<file path="config.mk">
export PLATFORM = sky130hd
export DESIGN_NAME = pick_without_replacement_pool_top
export DESIGN_NICKNAME = d
export VERILOG_FILES = /design/src/rtl/pwrp_pkg.sv /design/src/rtl/pwrp_ram.sv /design/src/rtl/pwrp_mod_unit.sv /design/src/rtl/pick_without_replacement_pool_top.sv
export VERILOG_INCLUDE_DIRS = /design/src /design/src/rtl
export SDC_FILE = /design/constraint.sdc
export NUM_CORES = 1
export LEC_CHECK = 0
export ABC_CLOCK_PERIOD_IN_PS = 3800
export BUFFER_PORTS_ARGS = -buffer_cell sky130_fd_sc_hd__buf_4
export CORE_MARGIN = 2
export CORE_UTILIZATION = 45
export DETAILED_ROUTE_END_ITERATION = 10
export SLEW_MARGIN = 25
export SYNTH_ARGS = -nofsm -noshare
export SYNTH_HDL_FRONTEND = slang
export SYNTH_SLANG_ARGS = --single-unit
export TNS_END_PERCENT = 100
</file>
<file path="constraint.sdc">
create_clock -name clock -period 3.8 [get_ports clock]
set_input_delay 0.38 -clock clock [delete_from_list [all_inputs] [get_ports clock]]
set_output_delay 0.38 -clock clock [all_outputs]
set_load 0.02 [all_outputs]
</file>
<file path="src/rtl/pick_without_replacement_pool_top_assert.svh">
// Assertion macros shared by the pick-without-replacement pool RTL.
// No dependencies; defining NO_ASSERTIONS turns every macro into nothing.
`ifndef PICK_WITHOUT_REPLACEMENT_POOL_TOP_ASSERT_SVH
`define PICK_WITHOUT_REPLACEMENT_POOL_TOP_ASSERT_SVH

`ifndef NO_ASSERTIONS

// Checks that a property holds at every clock edge outside reset.
`define PWRP_ASSERT(label, clk, rst, prop, msg) \
   label: assert property (@(posedge clk) disable iff (rst) (prop)) else $error(msg);

// Checks that a condition never occurs outside reset.
`define PWRP_ASSERT_NEVER(label, clk, rst, cond, msg) \
   label: assert property (@(posedge clk) disable iff (rst) !(cond)) else $error(msg);

`else

`define PWRP_ASSERT(label, clk, rst, prop, msg)
`define PWRP_ASSERT_NEVER(label, clk, rst, cond, msg)

`endif

`endif

</file>
<file path="src/rtl/pwrp_pkg.sv">
// Shared types and constants of the pick-without-replacement pool.
// No dependencies; imported by the remainder unit, the top level and the testbench.
package pwrp_pkg;

   // The item and count fields below are sized for this store depth, so the
   // depth is fixed here rather than left open as a module parameter.
   localparam int POOL_DEPTH         = 64;
   localparam int ITEM_W             = 6;
   localparam int CFG_W              = 7;
   localparam int REMAIN_W           = 7;
   localparam int RND_W              = 32;
   localparam int STATUS_W           = 2;
   localparam int OP_W               = 3;

   localparam logic [CFG_W-1:0] POOL_SIZE_RESET = 7'd64;

   localparam logic [OP_W-1:0] OP_FILL    = 3'd0;
   localparam logic [OP_W-1:0] OP_RESTORE = 3'd1;
   localparam logic [OP_W-1:0] OP_POS     = 3'd2;
   localparam logic [OP_W-1:0] OP_RANDOM  = 3'd3;
   localparam logic [OP_W-1:0] OP_VALUE   = 3'd4;

   localparam logic [STATUS_W-1:0] ST_OK    = 2'd0;
   localparam logic [STATUS_W-1:0] ST_MISS  = 2'd1;
   localparam logic [STATUS_W-1:0] ST_EMPTY = 2'd2;

   typedef struct packed {
      logic [OP_W-1:0]   operation;
      logic [5:0]        position;
      logic [RND_W-1:0]  random_word;
      logic [ITEM_W-1:0] wanted_item;
   } req_type;

   typedef struct packed {
      logic [ITEM_W-1:0]   picked_item;
      logic [STATUS_W-1:0] status;
      logic [REMAIN_W-1:0] remaining_after;
   } rsp_type;

endpackage

</file>
<file path="src/rtl/pwrp_ram.sv">
// Generic simple dual-port RAM: one write port, one registered read port.
// No dependencies.
module pwrp_ram #(
   parameter int WIDTH = 8,
   parameter int DEPTH = 64
) (
   input  logic                     clock,
   input  logic                     wr_en,
   input  logic [$clog2(DEPTH)-1:0] wr_addr,
   input  logic [WIDTH-1:0]         wr_data,
   input  logic [$clog2(DEPTH)-1:0] rd_addr,
   output logic [WIDTH-1:0]         rd_data
);

   logic [WIDTH-1:0] mem [DEPTH];
   logic [WIDTH-1:0] rd_data_ff;

   always_ff @(posedge clock) begin
      if (wr_en) begin
         mem[wr_addr] <= wr_data;
      end
      rd_data_ff <= mem[rd_addr];
   end

   assign rd_data = rd_data_ff;

endmodule

</file>
<file path="src/rtl/pwrp_mod_unit.sv">
// Bit-serial remainder unit: random word modulo the remaining count.
// Depends on pwrp_pkg for the random word width.
module pwrp_mod_unit
   import pwrp_pkg::*;
#(
   parameter int COUNT_W = 7
) (
   input  logic               clock,
   input  logic               reset,
   input  logic               start,
   input  logic [RND_W-1:0]   dividend,
   input  logic [COUNT_W-1:0] divisor,
   output logic               done,
   output logic [COUNT_W-1:0] remainder
);

   localparam int BIT_CNT_W = $clog2(RND_W);

   logic                 busy_ff, busy_in;
   logic                 done_ff, done_in;
   logic [BIT_CNT_W-1:0] bit_ff, bit_in;
   logic [RND_W-1:0]     shift_ff, shift_in;
   logic [COUNT_W-1:0]   div_ff, div_in;
   logic [COUNT_W-1:0]   rem_ff, rem_in;
   logic [COUNT_W:0]     trial;

   // One quotient bit per cycle: shift in the next dividend bit and
   // subtract the divisor when the partial remainder reaches it.
   assign trial = {rem_ff, shift_ff[RND_W-1]};

   always_comb begin
      busy_in  = busy_ff;
      done_in  = 1'b0;
      bit_in   = bit_ff;
      shift_in = shift_ff;
      div_in   = div_ff;
      rem_in   = rem_ff;
      if (start) begin
         busy_in  = 1'b1;
         bit_in   = '0;
         shift_in = dividend;
         div_in   = divisor;
         rem_in   = '0;
      end else if (busy_ff) begin
         shift_in = {shift_ff[RND_W-2:0], 1'b0};
         if (trial >= {1'b0, div_ff}) begin
            rem_in = COUNT_W'(trial - {1'b0, div_ff});
         end else begin
            rem_in = trial[COUNT_W-1:0];
         end
         bit_in = bit_ff + BIT_CNT_W'(1);
         if (bit_ff == BIT_CNT_W'(RND_W - 1)) begin
            busy_in = 1'b0;
            done_in = 1'b1;
         end
      end
   end

   always_ff @(posedge clock) begin
      if (reset) begin
         busy_ff <= 1'b0;
         done_ff <= 1'b0;
         bit_ff  <= '0;
      end else begin
         busy_ff <= busy_in;
         done_ff <= done_in;
         bit_ff  <= bit_in;
      end
      shift_ff <= shift_in;
      div_ff   <= div_in;
      rem_ff   <= rem_in;
   end

   assign done      = done_ff;
   assign remainder = rem_ff;

endmodule

</file>
<file path="src/rtl/pick_without_replacement_pool_top.sv">
// Top level of the pick-without-replacement pool: control sequencer and ports.
// Depends on pwrp_pkg, pwrp_ram, pwrp_mod_unit and the assertion macro header.
//
// The pool keeps a permutation of item numbers in one RAM of POOL_DEPTH
// entries; the items still in the pool sit at positions below the remaining
// count. A pick reads the chosen entry and the last remaining entry, swaps
// them and decrements the count, so every item leaves at most once until a
// fill or restore. Transactions are handled one at a time. Restore, undefined
// codes and failed position or empty random picks go straight to the result
// register; a position pick reads the chosen and the last entry and then
// writes them back swapped (two reads and two writes on the single RAM port
// pair); a random pick first runs the bit-serial remainder of the 32-bit
// random word; a value pick scans the remaining entries at one RAM read per
// cycle and stops at the first match, or reports a miss once it has passed
// the remaining count. Fill rewrites every RAM entry, one per cycle. After
// reset the same identity pass runs with req_ready low and no result; csr
// writes are taken at any time, but are meant for an idle block. A new
// request is accepted while a finished result still waits in the response
// register.
`include "pick_without_replacement_pool_top_assert.svh"

module pick_without_replacement_pool_top
   import pwrp_pkg::*;
(
   input  logic             clock,
   input  logic             reset,
   input  logic             req_valid,
   output logic             req_ready,
   input  req_type          req_data,
   output logic             rsp_valid,
   input  logic             rsp_ready,
   output rsp_type          rsp_data,
   input  logic             csr_valid,
   output logic             csr_ready,
   input  logic [CFG_W-1:0] csr_data
);

   localparam int AW = $clog2(POOL_DEPTH);
   localparam int CW = $clog2(POOL_DEPTH + 1);

   typedef enum logic [8:0] {
      S_IDLE    = 9'b000000001,
      S_SWEEP   = 9'b000000010,
      S_DIV     = 9'b000000100,
      S_SEARCH  = 9'b000001000,
      S_RD_SLOT = 9'b000010000,
      S_RD_LAST = 9'b000100000,
      S_WR_SLOT = 9'b001000000,
      S_WR_LAST = 9'b010000000,
      S_RESULT  = 9'b100000000
   } state_type;

   state_type         state_ff, state_in;
   logic [CFG_W-1:0]  pool_size_ff, pool_size_in;
   logic [CW-1:0]     count_ff, count_in;
   logic [AW-1:0]     sweep_ff, sweep_in;
   logic              report_ff, report_in;
   logic [AW-1:0]     slot_ff, slot_in;
   logic [AW-1:0]     item_ff, item_in;
   logic [ITEM_W-1:0] want_ff, want_in;
   logic [CW-1:0]     scan_ff, scan_in;
   logic              pend_ff, pend_in;
   logic [AW-1:0]     rd_idx_ff, rd_idx_in;
   rsp_type           res_ff, res_in;
   logic              rsp_valid_ff, rsp_valid_in;
   rsp_type           rsp_data_ff, rsp_data_in;

   logic          accept;
   logic [CW-1:0] fill_cnt;
   logic [AW-1:0] last_addr;
   logic          mem_we;
   logic [AW-1:0] mem_waddr;
   logic [AW-1:0] mem_wdata;
   logic [AW-1:0] mem_raddr;
   logic [AW-1:0] mem_rdata;
   logic          mod_start;
   logic          mod_done;
   logic [CW-1:0] mod_rem;

   assign accept    = req_valid && req_ready;
   assign req_ready = (state_ff == S_IDLE);
   assign csr_ready = 1'b1;

   // Fill and restore never put more items in the pool than the store holds.
   assign fill_cnt  = (32'(pool_size_ff) > 32'(POOL_DEPTH)) ? CW'(POOL_DEPTH)
                                                            : CW'(pool_size_ff);
   assign last_addr = AW'(count_ff - CW'(1));
   assign mod_start = accept && (req_data.operation == OP_RANDOM) && (count_ff != '0);

   pwrp_ram #(
      .WIDTH (AW),
      .DEPTH (POOL_DEPTH)
   ) u_store (
      .clock   (clock),
      .wr_en   (mem_we),
      .wr_addr (mem_waddr),
      .wr_data (mem_wdata),
      .rd_addr (mem_raddr),
      .rd_data (mem_rdata)
   );

   pwrp_mod_unit #(
      .COUNT_W (CW)
   ) u_mod (
      .clock     (clock),
      .reset     (reset),
      .start     (mod_start),
      .dividend  (req_data.random_word),
      .divisor   (count_ff),
      .done      (mod_done),
      .remainder (mod_rem)
   );

   // Sequencer. Only one transaction is in flight, and its RAM writes finish
   // before the next transaction can issue a read, so no forwarding is needed.
   always_comb begin
      state_in     = state_ff;
      pool_size_in = pool_size_ff;
      count_in     = count_ff;
      sweep_in     = sweep_ff;
      report_in    = report_ff;
      slot_in      = slot_ff;
      item_in      = item_ff;
      want_in      = want_ff;
      scan_in      = scan_ff;
      pend_in      = pend_ff;
      rd_idx_in    = rd_idx_ff;
      res_in       = res_ff;
      rsp_valid_in = rsp_valid_ff;
      rsp_data_in  = rsp_data_ff;
      mem_we       = 1'b0;
      mem_waddr    = slot_ff;
      mem_wdata    = item_ff;
      mem_raddr    = slot_ff;

      if (csr_valid && csr_ready) begin
         pool_size_in = csr_data;
      end

      // The response register frees itself as soon as the consumer takes it.
      if (rsp_valid_ff && rsp_ready) begin
         rsp_valid_in = 1'b0;
      end

      unique case (state_ff)
         S_IDLE: begin
            if (accept) begin
               want_in = req_data.wanted_item;
               res_in  = '{picked_item: '0, status: ST_OK,
                           remaining_after: REMAIN_W'(count_ff)};
               unique case (req_data.operation)
                  OP_FILL: begin
                     count_in  = fill_cnt;
                     report_in = 1'b1;
                     res_in.remaining_after = REMAIN_W'(fill_cnt);
                     state_in  = S_SWEEP;
                  end
                  OP_RESTORE: begin
                     count_in = fill_cnt;
                     res_in.remaining_after = REMAIN_W'(fill_cnt);
                     state_in = S_RESULT;
                  end
                  OP_POS: begin
                     if (32'(req_data.position) < 32'(count_ff)) begin
                        slot_in  = AW'(req_data.position);
                        state_in = S_RD_SLOT;
                     end else begin
                        res_in.status = ST_MISS;
                        state_in      = S_RESULT;
                     end
                  end
                  OP_RANDOM: begin
                     if (count_ff == '0) begin
                        res_in.status = ST_EMPTY;
                        state_in      = S_RESULT;
                     end else begin
                        state_in = S_DIV;
                     end
                  end
                  OP_VALUE: begin
                     scan_in  = '0;
                     pend_in  = 1'b0;
                     state_in = S_SEARCH;
                  end
                  default: begin
                     state_in = S_RESULT;
                  end
               endcase
            end
         end

         S_SWEEP: begin
            mem_we    = 1'b1;
            mem_waddr = sweep_ff;
            mem_wdata = sweep_ff;
            sweep_in  = sweep_ff + AW'(1);
            if (sweep_ff == AW'(POOL_DEPTH - 1)) begin
               sweep_in = '0;
               state_in = report_ff ? S_RESULT : S_IDLE;
            end
         end

         S_DIV: begin
            if (mod_done) begin
               slot_in  = AW'(mod_rem);
               state_in = S_RD_SLOT;
            end
         end

         // Pipelined scan: the entry read in the previous cycle is compared
         // while the next one is being read.
         S_SEARCH: begin
            mem_raddr = AW'(scan_ff);
            if (pend_ff && (32'(mem_rdata) == 32'(want_ff))) begin
               slot_in  = rd_idx_ff;
               state_in = S_RD_SLOT;
            end else if (scan_ff < count_ff) begin
               pend_in   = 1'b1;
               rd_idx_in = AW'(scan_ff);
               scan_in   = scan_ff + CW'(1);
            end else begin
               res_in.status = ST_MISS;
               state_in      = S_RESULT;
            end
         end

         S_RD_SLOT: begin
            mem_raddr = slot_ff;
            state_in  = S_RD_LAST;
         end

         S_RD_LAST: begin
            mem_raddr = last_addr;
            item_in   = mem_rdata;
            state_in  = S_WR_SLOT;
         end

         S_WR_SLOT: begin
            mem_we    = 1'b1;
            mem_waddr = slot_ff;
            mem_wdata = mem_rdata;
            state_in  = S_WR_LAST;
         end

         S_WR_LAST: begin
            mem_we    = 1'b1;
            mem_waddr = last_addr;
            mem_wdata = item_ff;
            count_in  = count_ff - CW'(1);
            res_in    = '{picked_item: ITEM_W'(item_ff), status: ST_OK,
                          remaining_after: REMAIN_W'(count_ff - CW'(1))};
            state_in  = S_RESULT;
         end

         S_RESULT: begin
            if (!rsp_valid_ff || rsp_ready) begin
               rsp_valid_in = 1'b1;
               rsp_data_in  = res_ff;
               state_in     = S_IDLE;
            end
         end

         default: begin
            state_in = S_IDLE;
         end
      endcase
   end

   always_ff @(posedge clock) begin
      if (reset) begin
         state_ff     <= S_SWEEP;
         pool_size_ff <= POOL_SIZE_RESET;
         count_ff     <= (32'(POOL_SIZE_RESET) > 32'(POOL_DEPTH)) ? CW'(POOL_DEPTH)
                                                                  : CW'(POOL_SIZE_RESET);
         sweep_ff     <= '0;
         report_ff    <= 1'b0;
         pend_ff      <= 1'b0;
         scan_ff      <= '0;
         rsp_valid_ff <= 1'b0;
      end else begin
         state_ff     <= state_in;
         pool_size_ff <= pool_size_in;
         count_ff     <= count_in;
         sweep_ff     <= sweep_in;
         report_ff    <= report_in;
         pend_ff      <= pend_in;
         scan_ff      <= scan_in;
         rsp_valid_ff <= rsp_valid_in;
      end
      slot_ff     <= slot_in;
      item_ff     <= item_in;
      want_ff     <= want_in;
      rd_idx_ff   <= rd_idx_in;
      res_ff      <= res_in;
      rsp_data_ff <= rsp_data_in;
   end

   assign rsp_valid = rsp_valid_ff;
   assign rsp_data  = rsp_data_ff;

   `PWRP_ASSERT(a_count_in_range, clock, reset, 32'(count_ff) <= 32'(POOL_DEPTH), "remaining count exceeds the store depth")
   `PWRP_ASSERT(a_fail_no_item, clock, reset, (rsp_valid_ff && (rsp_data_ff.status != ST_OK)) |-> (rsp_data_ff.picked_item == '0), "failed transaction returned an item")
   `PWRP_ASSERT(a_empty_means_zero, clock, reset, (rsp_valid_ff && (rsp_data_ff.status == ST_EMPTY)) |-> (rsp_data_ff.remaining_after == '0), "empty status with items left")
   `PWRP_ASSERT_NEVER(a_write_in_idle, clock, reset, mem_we && ((state_ff == S_IDLE) || (state_ff == S_SEARCH) || (state_ff == S_RESULT)), "store written outside a write step")
   `PWRP_ASSERT(a_accept_leaves_idle, clock, reset, accept |=> (state_ff != S_IDLE), "accepted transaction did not start")

endmodule

</file>
==> metrics.txt, run 1 <==
initial drt markers=1468; H-tree Lvls=2; Critical-path top delay cell=or4_1; max layer used=met4; Synth async-reset ratio=0%; global-route wire length before repair=88700 um; f_max=288 MHz; kind of critical path=flip-flop to flip-flop; share of cells above drive strength 1=16.7%; ys flop type=edfxtp_1; number of synthesized register bits=536; number of CTS-inserted buffers=58; R2R Path End=u_store.rd_data[5]; Setup Skew=36.9 ps; CP Data Arrival Time=4010 ps; Max VDD drop=~450 uV; grt ovf=0; setup slack after layout=330 ps; GP Congestion=0.897; worst-skew pair later-pin latency=between 600 and 700 ps; Crit path required time=between 4000 and 5000 ps; initial cell density of the core=45.8%; die area=slightly above 50000 um2; Detailed Route WL=57900 um; n_diodes=0; Mapped Area=22500 um2; Seq/Total Area, Yosys=68.9%; fin nets=1987; cell-by-cell trace of the critical path=or4_4, nor3_4, o211a_4, buf_12, a21oi_1, a22oi_1, o22ai_1, or4_1, nor3_1; Max stage delay on crit path=around 650 ps; Rel. slew slack=50.7%; Hold Path Depth=2; Met3 Wirelength=about 4000 um; max-slew violation count=0; Die H=228 um; core area=between 40000 and 50000 um2; Power Density=around 570 nW/um2; HP Start=req_data[6]; post-layout min period=3470 ps; worst hold path class=input port to flip-flop; crit path capture type=flip-flop; drt pass-1 iters=5; Hold Vio Cnt, Final=0; Residual DRC=0; initial antenna violation count=0; Startpoint Class=flip-flop; status=finished, final reports clean; Final setup viols=0; CTS tree=yes; WHS Endpoint=u_mod.shift_ff[0]; Worst Reg-to-Reg Cells=9; Final Cycle Share=~91%; Pleak=about 9.6 nW; peak fanout along the critical path=47; met2 wire length=about 28000 um; Clock transition at path regs=about 60 ps; chip width=~230 um; boundary pin count=slightly below 80; max_cap viols=0; All-Layer GR Usage=22.8%; clock sink count=between 500 and 600; Root Buffer=clkbuf_16; area delta synth->final=17.5%; Worst R2R Start=state_ff[1]; count of cell types in the netlist=70; pre-CTS WS=367 ps; warnings from Yosys=0; clock tree buffer depth=3; R2R Setup Slk=330 ps; Synth Net Count=1824; port bufs=75; vias per cell=roughly 5.7; Final TNS setup=0 ps; syn avg cell area=~13 um2; number of flops mapped to enable cells by yosys=around 480; Mapped Cells=between 1500 and 2000; Setup Fix Bufs, Post-CTS=0; row count=81; DR vias=14900; wl on met1=24500 um; vias in the first global route=14700; RSZ-0062 raised after global routing=false; DRT antenna net count=0; Post-DP HPWL=38600 um; largest net degree at the start of global routing=77; post-DR wirelength/cell=22.2 um; Slew @ Worst Pin=737 ps
worst max-delay path: cells and delay by family (launching register included):
| family | cells | cell delay (ps) |
|---|---|---|
| buf+inv | 1 | 290 |
| simple gates | 4 | 1740 |
| flops | 1 | 370 |
| compound gates | 4 | 990 |
final cells by class:
| cell class | count | area (um2) |
|---|---|---|
| Clock inverter | 32 | 292 |
| Fill cell | 4071 | 22700 |
| Inverter | 32 | 120 |
| Multi-Input combinational cell | 1086 | 6510 |
| Timing Repair Buffer | 190 | 1600 |
| Clock buffer | 74 | 1600 |
| Tap cell | 664 | 831 |
| Sequential cell | 536 | 15500 |
through the flow:
step | utilization [%] | area [um2] | total power [W] | instances | hold slack (ps)
finish | 53.8 | 26500 | 0.0151 | 2614 | 58.2
global route | 53.8 | 26500 | 0.0157 | 2614 | 38.6
CTS | 53.8 | 26500 | 0.0152 | 2614 | 15.2
detailed placement | 49.7 | 24400 | 0.00970 | 2495 | 405
global placement | 49.7 | 24400 | 0.00967 | 2495 | 407
floorplan | - | 22500 | 0.00863 | 1741 | 400
synth_stat cells (14+ instances only):
master | number | area (um2)
ha_1 | 23 | 288
o22ai_1 | 17 | 106
buf_2 | 14 | 70.1
a21oi_1 | 116 | 581
dfxtp_1 | 59 | 1180
mux2i_1 | 35 | 350
a22oi_1 | 32 | 240
clkbuf_1 | 56 | 210
inv_1 | 31 | 116
nor3_1 | 29 | 145
nand3_1 | 49 | 245
nand4_1 | 20 | 125
nand2_1 | 266 | 998
nor2_1 | 122 | 458
mux2_2 | 32 | 360
and3_1 | 65 | 407
o21ai_0 | 63 | 315
a21o_1 | 41 | 308
edfxtp_1 | 477 | 14300
registers in the layout (all words and copies together), names as in the netlist, 9 cells and up:
signal          cells
rsp_data           15
u_store.mem       384
state_ff            9
res_ff             15
u_mod.shift_ff     32
routing by layer:
metal,vias up,global-route usage (%)
met4,0,8.08
met3,106,3.46
met5,-,0
li1,6862,-
met2,581,37.5
met1,7339,31.2
worst max path at each step:
stage	from	end	slack, ps
global route	state_ff[8]	u_store.rd_data[5]	120
global placement	state_ff[4]	u_store.rd_data[1]	380
floorplan	state_ff[8]	u_store.mem[0][5]	410
detailed placement	state_ff[1]	u_store.rd_data[5]	370
finish	state_ff[1]	u_store.rd_data[5]	330
CTS	state_ff[8]	u_store.rd_data[5]	340
cells in the final DEF (no fill, tap or decap), types with 11 or more instances in the layout:
cell	netlist	final
edfxtp_1	477	477
nand2_1	266	262
buf_4	5	166
nor2_1	122	122
a21oi_1	116	116
and3_1	65	65
o21ai_0	63	63
clkbuf_16	0	59
dfxtp_1	59	59
nand3_1	49	48
a21o_1	41	41
mux2i_1	35	35
a22oi_1	32	32
mux2_2	32	32
inv_1	31	31
nor3_1	29	28
ha_1	23	23
nand4_1	20	20
o22ai_1	17	17
dlygate4sd3_1	0	13
or3_1	12	12
nand2b_1	11	11
nor2b_1	11	11
clkinv_1	1	11
buf_12	0	11
power by group:
group / internal [W] / leakage (nW) / switching (W)
Combinational: 0.000616 / 3.84 / 0.00158
Clock: 0.00325 / 0.910 / 0.00228
Sequential: 0.00723 / 4.85 / 0.000166
Total: 0.0111 / 9.61 / 0.00402
timing repair:
action                                 in CTS  in global routing
endpoints found under the hold margin      13                  0
hold buffers                               13                  0
gates resized for setup                     0                  0
cells by family after synthesis:
family | count (synthesis) | synth area share (%)
buffers and inverters | 119 | 2.33
adder cells (fa/ha/maj) | 24 | 1.37
multiplexers | 77 | 4.16
XOR/XNOR | 19 | 0.739
other | 1 | 0.0167
flip-flops | 536 | 68.9
AO/OA/AOI/OAI | 334 | 9.35
AND/OR/NAND/NOR | 631 | 13.1
(Power assumes the default switching activity.)
==> run 2, diff against run 1 <==
--- a/config.mk
+++ b/config.mk
@@ -7,5 +7,5 @@
 export NUM_CORES = 1
 export LEC_CHECK = 0
-export ABC_CLOCK_PERIOD_IN_PS = 3800
+export ABC_CLOCK_PERIOD_IN_PS = 3400
 export BUFFER_PORTS_ARGS = -buffer_cell sky130_fd_sc_hd__buf_4
 export CORE_MARGIN = 2
==> constraint.sdc (replaced) <==
create_clock -name clock -period 3.4 [get_ports clock]
set_input_delay 0 -clock clock [delete_from_list [all_inputs] [get_ports clock]]
set_output_delay 0 -clock clock [all_outputs]
set_load 0.02 [all_outputs]
==> metrics.txt, run 2 (synthesized netlist as in run 1, its figures left out) <==
R2R Path End=u_store.mem[14][3]; kind of critical path=flip-flop to flip-flop; Final Cycle Share=95.6% (+4.3 points); peak fanout along the critical path=16 (-66%); share of cells above drive strength 1=17.5% (+0.86 points); Layout fillers=4017 (-1.3%); n_diodes=0 (unchanged); vias per cell=5.62 (-1.3%); Final setup viols=0 (unchanged); Residual DRC=0 (unchanged); initial cell density of the core=45.8% (unchanged); chip width=228 um (unchanged); fin nets=2063 (+3.8%); Die H=228 um (unchanged); HP Start=req_data[0]; port bufs=75 (unchanged); post-layout min period=3250 ps (-221 ps); Post-DP HPWL=37100 um (-3.8%); Hold Vio Cnt, Final=0 (unchanged); area delta synth->final=21.1%; max reg flops=384 (unchanged); status=finished, final reports clean; WHS Endpoint=want_ff[0]; Startpoint Class=flip-flop; Pleak=9.99 nW (+4.0%); CTS tree=yes; number of CTS-inserted buffers=55 (-5.2%); die area=51800 um2 (unchanged); Max VDD drop=502 uV (+12%); crit path capture type=flip-flop; drt pass-1 iters=5 (unchanged); top flop regs=u_store.mem (384), u_mod.shift_ff (32); clock sink count=536 (unchanged); worst hold path class=input port to flip-flop; Layout Cells excl Fill=2689 (+2.9%); max_cap viols=0 (unchanged); Root Buffer=clkbuf_16; initial antenna violation count=0 (unchanged); max-slew violation count=0 (unchanged); Clock transition at path regs=60 ps (about the same); pre-CTS WS=84.6 ps (-282 ps); post-DR wirelength/cell=21.5 um (-3.2%); grt ovf=0 (unchanged); Worst Reg-to-Reg Cells=9 (unchanged); H-tree Lvls=2 (unchanged); Setup Skew=37.6 ps (+0.788 ps); setup slack after layout=151 ps (-179 ps); CP Data Arrival Time=3490 ps (-520 ps); RSZ-0062 raised after global routing=true; design area=27300 um2 (+3.1%); Hold Path Depth=2 (unchanged); placed cells=2504 (+0.36%); worst-skew pair later-pin latency=620 ps (about the same); Power Density=629 nW/um2 (+10%); R2R Setup Slk=150 ps (-180 ps); DR vias=15100 (+1.5%); Crit path required time=3640 ps (-700 ps); row count=81 (unchanged); boundary pin count=77 (unchanged); largest net degree at the start of global routing=72 (-6.5%); core area=49200 um2 (unchanged); Worst R2R Start=state_ff[6]; Final Util=55.5% (+1.6 points); initial drt markers=1238 (-16%); global-route wire length before repair=88100 um (-0.66%); All-Layer GR Usage=22.5% (-0.32 points); vias in the first global route=15000 (+2.5%); most common cell after layout, fill and taps aside=edfxtp_1; Detailed Route WL=57700 um (-0.41%); Biggest register=u_store.mem; area of placed instances=24500 um2 (+0.23%); DRT antenna net count=0 (unchanged); clock tree buffer depth=3 (unchanged); Rel. slew slack=45.1% (-5.6 points); Power, Total=0.0172 W (+13%); Slew @ Worst Pin=824 ps (+87.0 ps); GP Congestion=0.901 (+0.50%); f_max=308 MHz (+6.8%); most frequent cells in the layout=477 x edfxtp_1, 262 x nand2_1, 182 x buf_4, 116 x a21oi_1, 113 x nor2_1
[run 2: cell count changes in the layout (fill, tap and decap cells not counted), sizes merged]
cell	delta
inv	+1
buf	+16
clkbuf	-7
bufinv	+6
clkinvlp	-3
clkinv	-1
dlygate4sd3	+63
[run 2: where the power goes]
group | internal [W] | leakage (nW) | switching (W)
clock | 0.00378 | 0.928 | 0.00256
combinational | 0.000753 | 4.21 | 0.00179
sequential | 0.00808 | 4.85 | 0.000180
[run 2: how the worst max path moves through the flow]
stage | startpoint | endpoint | slack, ps | depth (start not counted)
floorplan | state_ff[8] | u_store.mem[0][5] | 10 | 6
global placement | state_ff[3] | u_store.rd_data[5] | 150 | 9
detailed placement | state_ff[3] | u_store.rd_data[5] | 80 | 9
CTS | state_ff[3] | u_store.rd_data[4] | 50 | 10
global route | state_ff[0] | u_store.mem[14][3] | -60 | 9
finish | state_ff[6] | u_store.mem[14][3] | 150 | 9
[run 2: metrics by stage]
step                      setup TNS [ps]  hold slack [ps]
after floorplan                        0             98.9
after global placement                 0              180
after detailed placement               0              180
after CTS                              0             64.1
after global routing               -1430             92.9
final                                  0              102
[run 2: cell type report]
| class | count | area, um2 | share of cell area [%] |
|---|---|---|---|
| repair buffers | 269 | 2350 | 8.61 |
| flip-flops and latches | 536 | 15500 | 56.9 |
| well taps | 664 | 831 | 3.05 |
| inverters | 32 | 124 | 0.454 |
| clock buffers | 67 | 1430 | 5.25 |
| multi-input cells | 1086 | 6550 | 24.0 |
| clock inverters | 35 | 474 | 1.74 |
[run 2: worst max-delay path, stage by stage, from the launching register on]
cell	delay (ps)
dfxtp_1	370
nor4_4	390
buf_4	200
and3_1	230
buf_4	230
and2_0	300
a221oi_1	110
nor2_1	190
nand3_1	320
nor2_1	530
[run 2: timing repair]
action / in CTS / in global routing
buffers inserted: 0 / 7
endpoints found under the setup margin: 0 / 117
hold endpoints to repair: 98 / 0
hold buffers: 76 / 0
resized for setup: 0 / 16
[run 2: per-layer routing]
metal / up-vias / track usage, % / routed length, um
met2: 496 / 38.0 / 27800
met5: - / 0 / 0
met1: 7486 / 30.0 / 24500
met3: 121 / 2.83 / 3400
met4: 0 / 8.45 / 1970
li1: 7012 / - / -
==> run 3, diff against run 2 <==
Settings changed: ABC_AREA set to 1, ABC_CLOCK_PERIOD_IN_PS 3400 to 3100.
Clock period 3.4 ns to 3.1 ns, I/O delays scaled along.
==> metrics.txt, run 3 <==
status=finished, final reports clean; area delta synth->final=18.1%; drt pass-1 iters=5 (unchanged); top flop regs=u_store.mem (384), u_mod.shift_ff (32); worst hold path class=input port to flip-flop; initial drt markers=1716 (+39%); Hold Vio Cnt, Final=0 (unchanged); Max VDD drop=573 uV (+14%); Detailed Route WL=64000 um (+11%); Synth Area in Compound Gates=3.27% (-6.1 points); number of CTS-inserted buffers=56 (+1.8%); global-route wire length before repair=98300 um (+12%); grt ovf=0 (unchanged); placed cells=3111 (+24%); Synth async-reset ratio=0% (unchanged); Final TNS setup=0 ps (unchanged); Setup Skew=16.6 ps (-21.0 ps); cell-by-cell trace of the critical path=nor2_2, nand2_2, nor2_4, nand2_2, inv_2, nor2_1, a21oi_2, inv_2, nor3_2, nand2_1, nor2_1; peak fanout along the critical path=7 (-9); count of cell types in the netlist=48 (-31%); Crit path required time=3340 ps (-300 ps); warnings from Yosys=0 (unchanged); Die H=236 um (+3.6%); XOR/XNOR Fraction of Synth Area=0.580% (-0.16 points); Root Buffer=clkbuf_16; number of flops mapped to enable cells by yosys=477 (unchanged); Rel. slew slack=36.8% (-8.3 points); Clock transition at path regs=60 ps (about the same); post-layout min period=3000 ps (-247 ps); GP Congestion=0.909 (+0.88%); max_cap viols=0 (unchanged); clock sink count=536 (unchanged); crit path capture type=flip-flop; CP Data Arrival Time=3240 ps (-250 ps); pre-CTS WS=127 ps (+42.0 ps); Final Util=54.0% (-1.5 points); kind of critical path=flip-flop to flip-flop; CTS tree=yes; H-tree Lvls=2 (unchanged); DRT antenna net count=0 (unchanged); most common cell after layout, fill and taps aside=nand2_1; All-Layer GR Usage=22.9% (+0.33 points); Yosys top cell area share=59.3% (-4.4 points); vias in the first global route=17300 (+15%); Met3 Wirelength=4610 um (+35%); met2 wire length=29200 um (+5.0%); cell with the most instances after synthesis=nand2_1; post-DR wirelength/cell=19.5 um (-9.3%); Critical-path top delay cell=nor2_1; row count=84 (+3.7%); vias per cell=5.36 (-4.7%); Layout Cells excl Fill=3289 (+22%); Post-synth top cells=588 x nand2_1, 477 x edfxtp_1, 430 x nand3_1; n_diodes=0 (unchanged); post-synthesis mux area share=0% (-4.2 points); Post-Synth Simple-Gate Area=24.0% (+11 points); Mapped Cells=2367 (+36%); largest family of logic cells by synthesized area=simple AND/OR/NAND/NOR gates; DR vias=17600 (+17%); Slew @ Worst Pin=948 ps (+124 ps); worst-skew pair later-pin latency=600 ps (-20 ps); Synth Net Count=2450 (+34%); largest net degree at the start of global routing=115 (+60%); clock tree buffer depth=3 (unchanged); syn avg cell area=10.2 um2 (-21%); Max stage delay on crit path=490 ps (-40 ps); max layer used=met4; dominant cells by area after synthesis=edfxtp_1 59%, nand2_1 9.1%, nand3_1 8.9%; chip width=236 um (+3.6%); RSZ-0062 raised after global routing=true; f_max=333 MHz (+8.2%); Final Cycle Share=96.8% (+1.3 points); Final setup viols=0 (unchanged); most frequent cells in the layout=587 x nand2_1, 477 x edfxtp_1, 430 x nand3_1, 235 x inv_1, 162 x buf_4; area leader, netlist=edfxtp_1; Mapped Area=24200 um2 (+7.4%); core area=52900 um2 (+7.6%); number of synthesized register bits=536 (unchanged); Startpoint Class=flip-flop; Residual DRC=0 (unchanged); Biggest register=u_store.mem; Post-Synth Adder-Cell Area=1.27% (-0.094 points); setup slack after layout=98.6 ps (-52.5 ps); Seq/Total Area, Yosys=64.2% (-4.7 points); Pleak=11.5 nW (+15%); max-slew violation count=0 (unchanged); wl on met1=28100 um (+15%); share of cells above drive strength 1=12.6% (-4.9 points); max reg flops=384 (unchanged); die area=55600 um2 (+7.2%); Post-DP HPWL=40100 um (+8.0%); initial antenna violation count=0 (unchanged); initial cell density of the core=45.7% (-0.079 points); fin nets=2639 (+28%); port bufs=75 (unchanged); Power Density=750 nW/um2 (+19%); boundary pin count=77 (unchanged); ys flop type=edfxtp_1
run 3: changes by cell type in the layout (fill, tap and decap cells not counted), sizes merged, moves of 16 or more:
cell    previous run  this run
mux2              32         0
buf              193       177
a21oi            116        40
nand3             49       433
and3              65         4
nand2            266       597
nand3b             3        72
a22oi             32         1
a21o              41         0
inv               35       253
nor2             122       141
mux2i             35         0
run 3: report_power, final:
| part | switching (W) | total (W) | internal, W | leakage, nW |
|---|---|---|---|---|
| Clock | 0.00273 | 0.00649 | 0.00376 | 0.874 |
| Combinational | 0.00407 | 0.00562 | 0.00155 | 5.82 |
| Sequential | 0.000249 | 0.00930 | 0.00905 | 4.81 |
| Total | 0.00705 | 0.0214 | 0.0144 | 11.5 |
run 3: logic make-up after synthesis:
logic type	Yosys count
AND/OR/NAND/NOR	1280
flip-flops	536
buffers and inverters	377
AO/OA/AOI/OAI	133
adder cells (fa/ha/maj)	24
XOR/XNOR	16
other	1
run 3: cell type report:
type / count / area [um2]
clock inverters: 32 / 226
fillers: 4619 / 24300
repair buffers: 252 / 2270
well taps: 688 / 861
flip-flops and latches: 536 / 15500
clock buffers: 71 / 1550
multi-input cells: 1454 / 7150
inverters: 256 / 963
run 3: stage by stage:
step	hold slack (ps)	total power [W]	instance area, um2
global route	113	0.0223	28500
global placement	181	0.0149	26000
finish	129	0.0214	28500
CTS	91.0	0.0215	28500
detailed placement	180	0.0149	26000
floorplan	98.9	0.0127	24200
run 3: timing repair:
action,4_1_cts,5_1_grt
endpoints found under the hold margin,84,0
gates resized for setup,0,8
buffers inserted,0,0
setup endpoints to repair,0,49
hold buffers,75,0
run 3: worst max-delay path: cells and delay by family, from the launching register on:
family	cells	cell delay, ps
compound gates	1	260
simple gates	8	1790
flops	1	330
buf+inv	2	250
run 3: layer usage:
metal	vias to the layer above	GRT usage, %
li1	8422	-
met1	8424	31.7
met2	662	36.4
met3	113	4.12
met4	0	7.82
met5	-	0
run 3: path summary, 6_finish.rpt:
| path | depth (start not counted) | start | slack, ps | to |
|---|---|---|---|---|
| worst max-delay path | 11 | state_ff[6] | 100 | u_store.mem[45][2] |
| worst min-delay path | 2 | req_data[0] | 130 | want_ff[0] |
| worst max register to register | 11 | state_ff[6] | 100 | u_store.mem[45][2] |
| worst min register to register | 0 | res_ff[9] | 420 | rsp_data[9] |
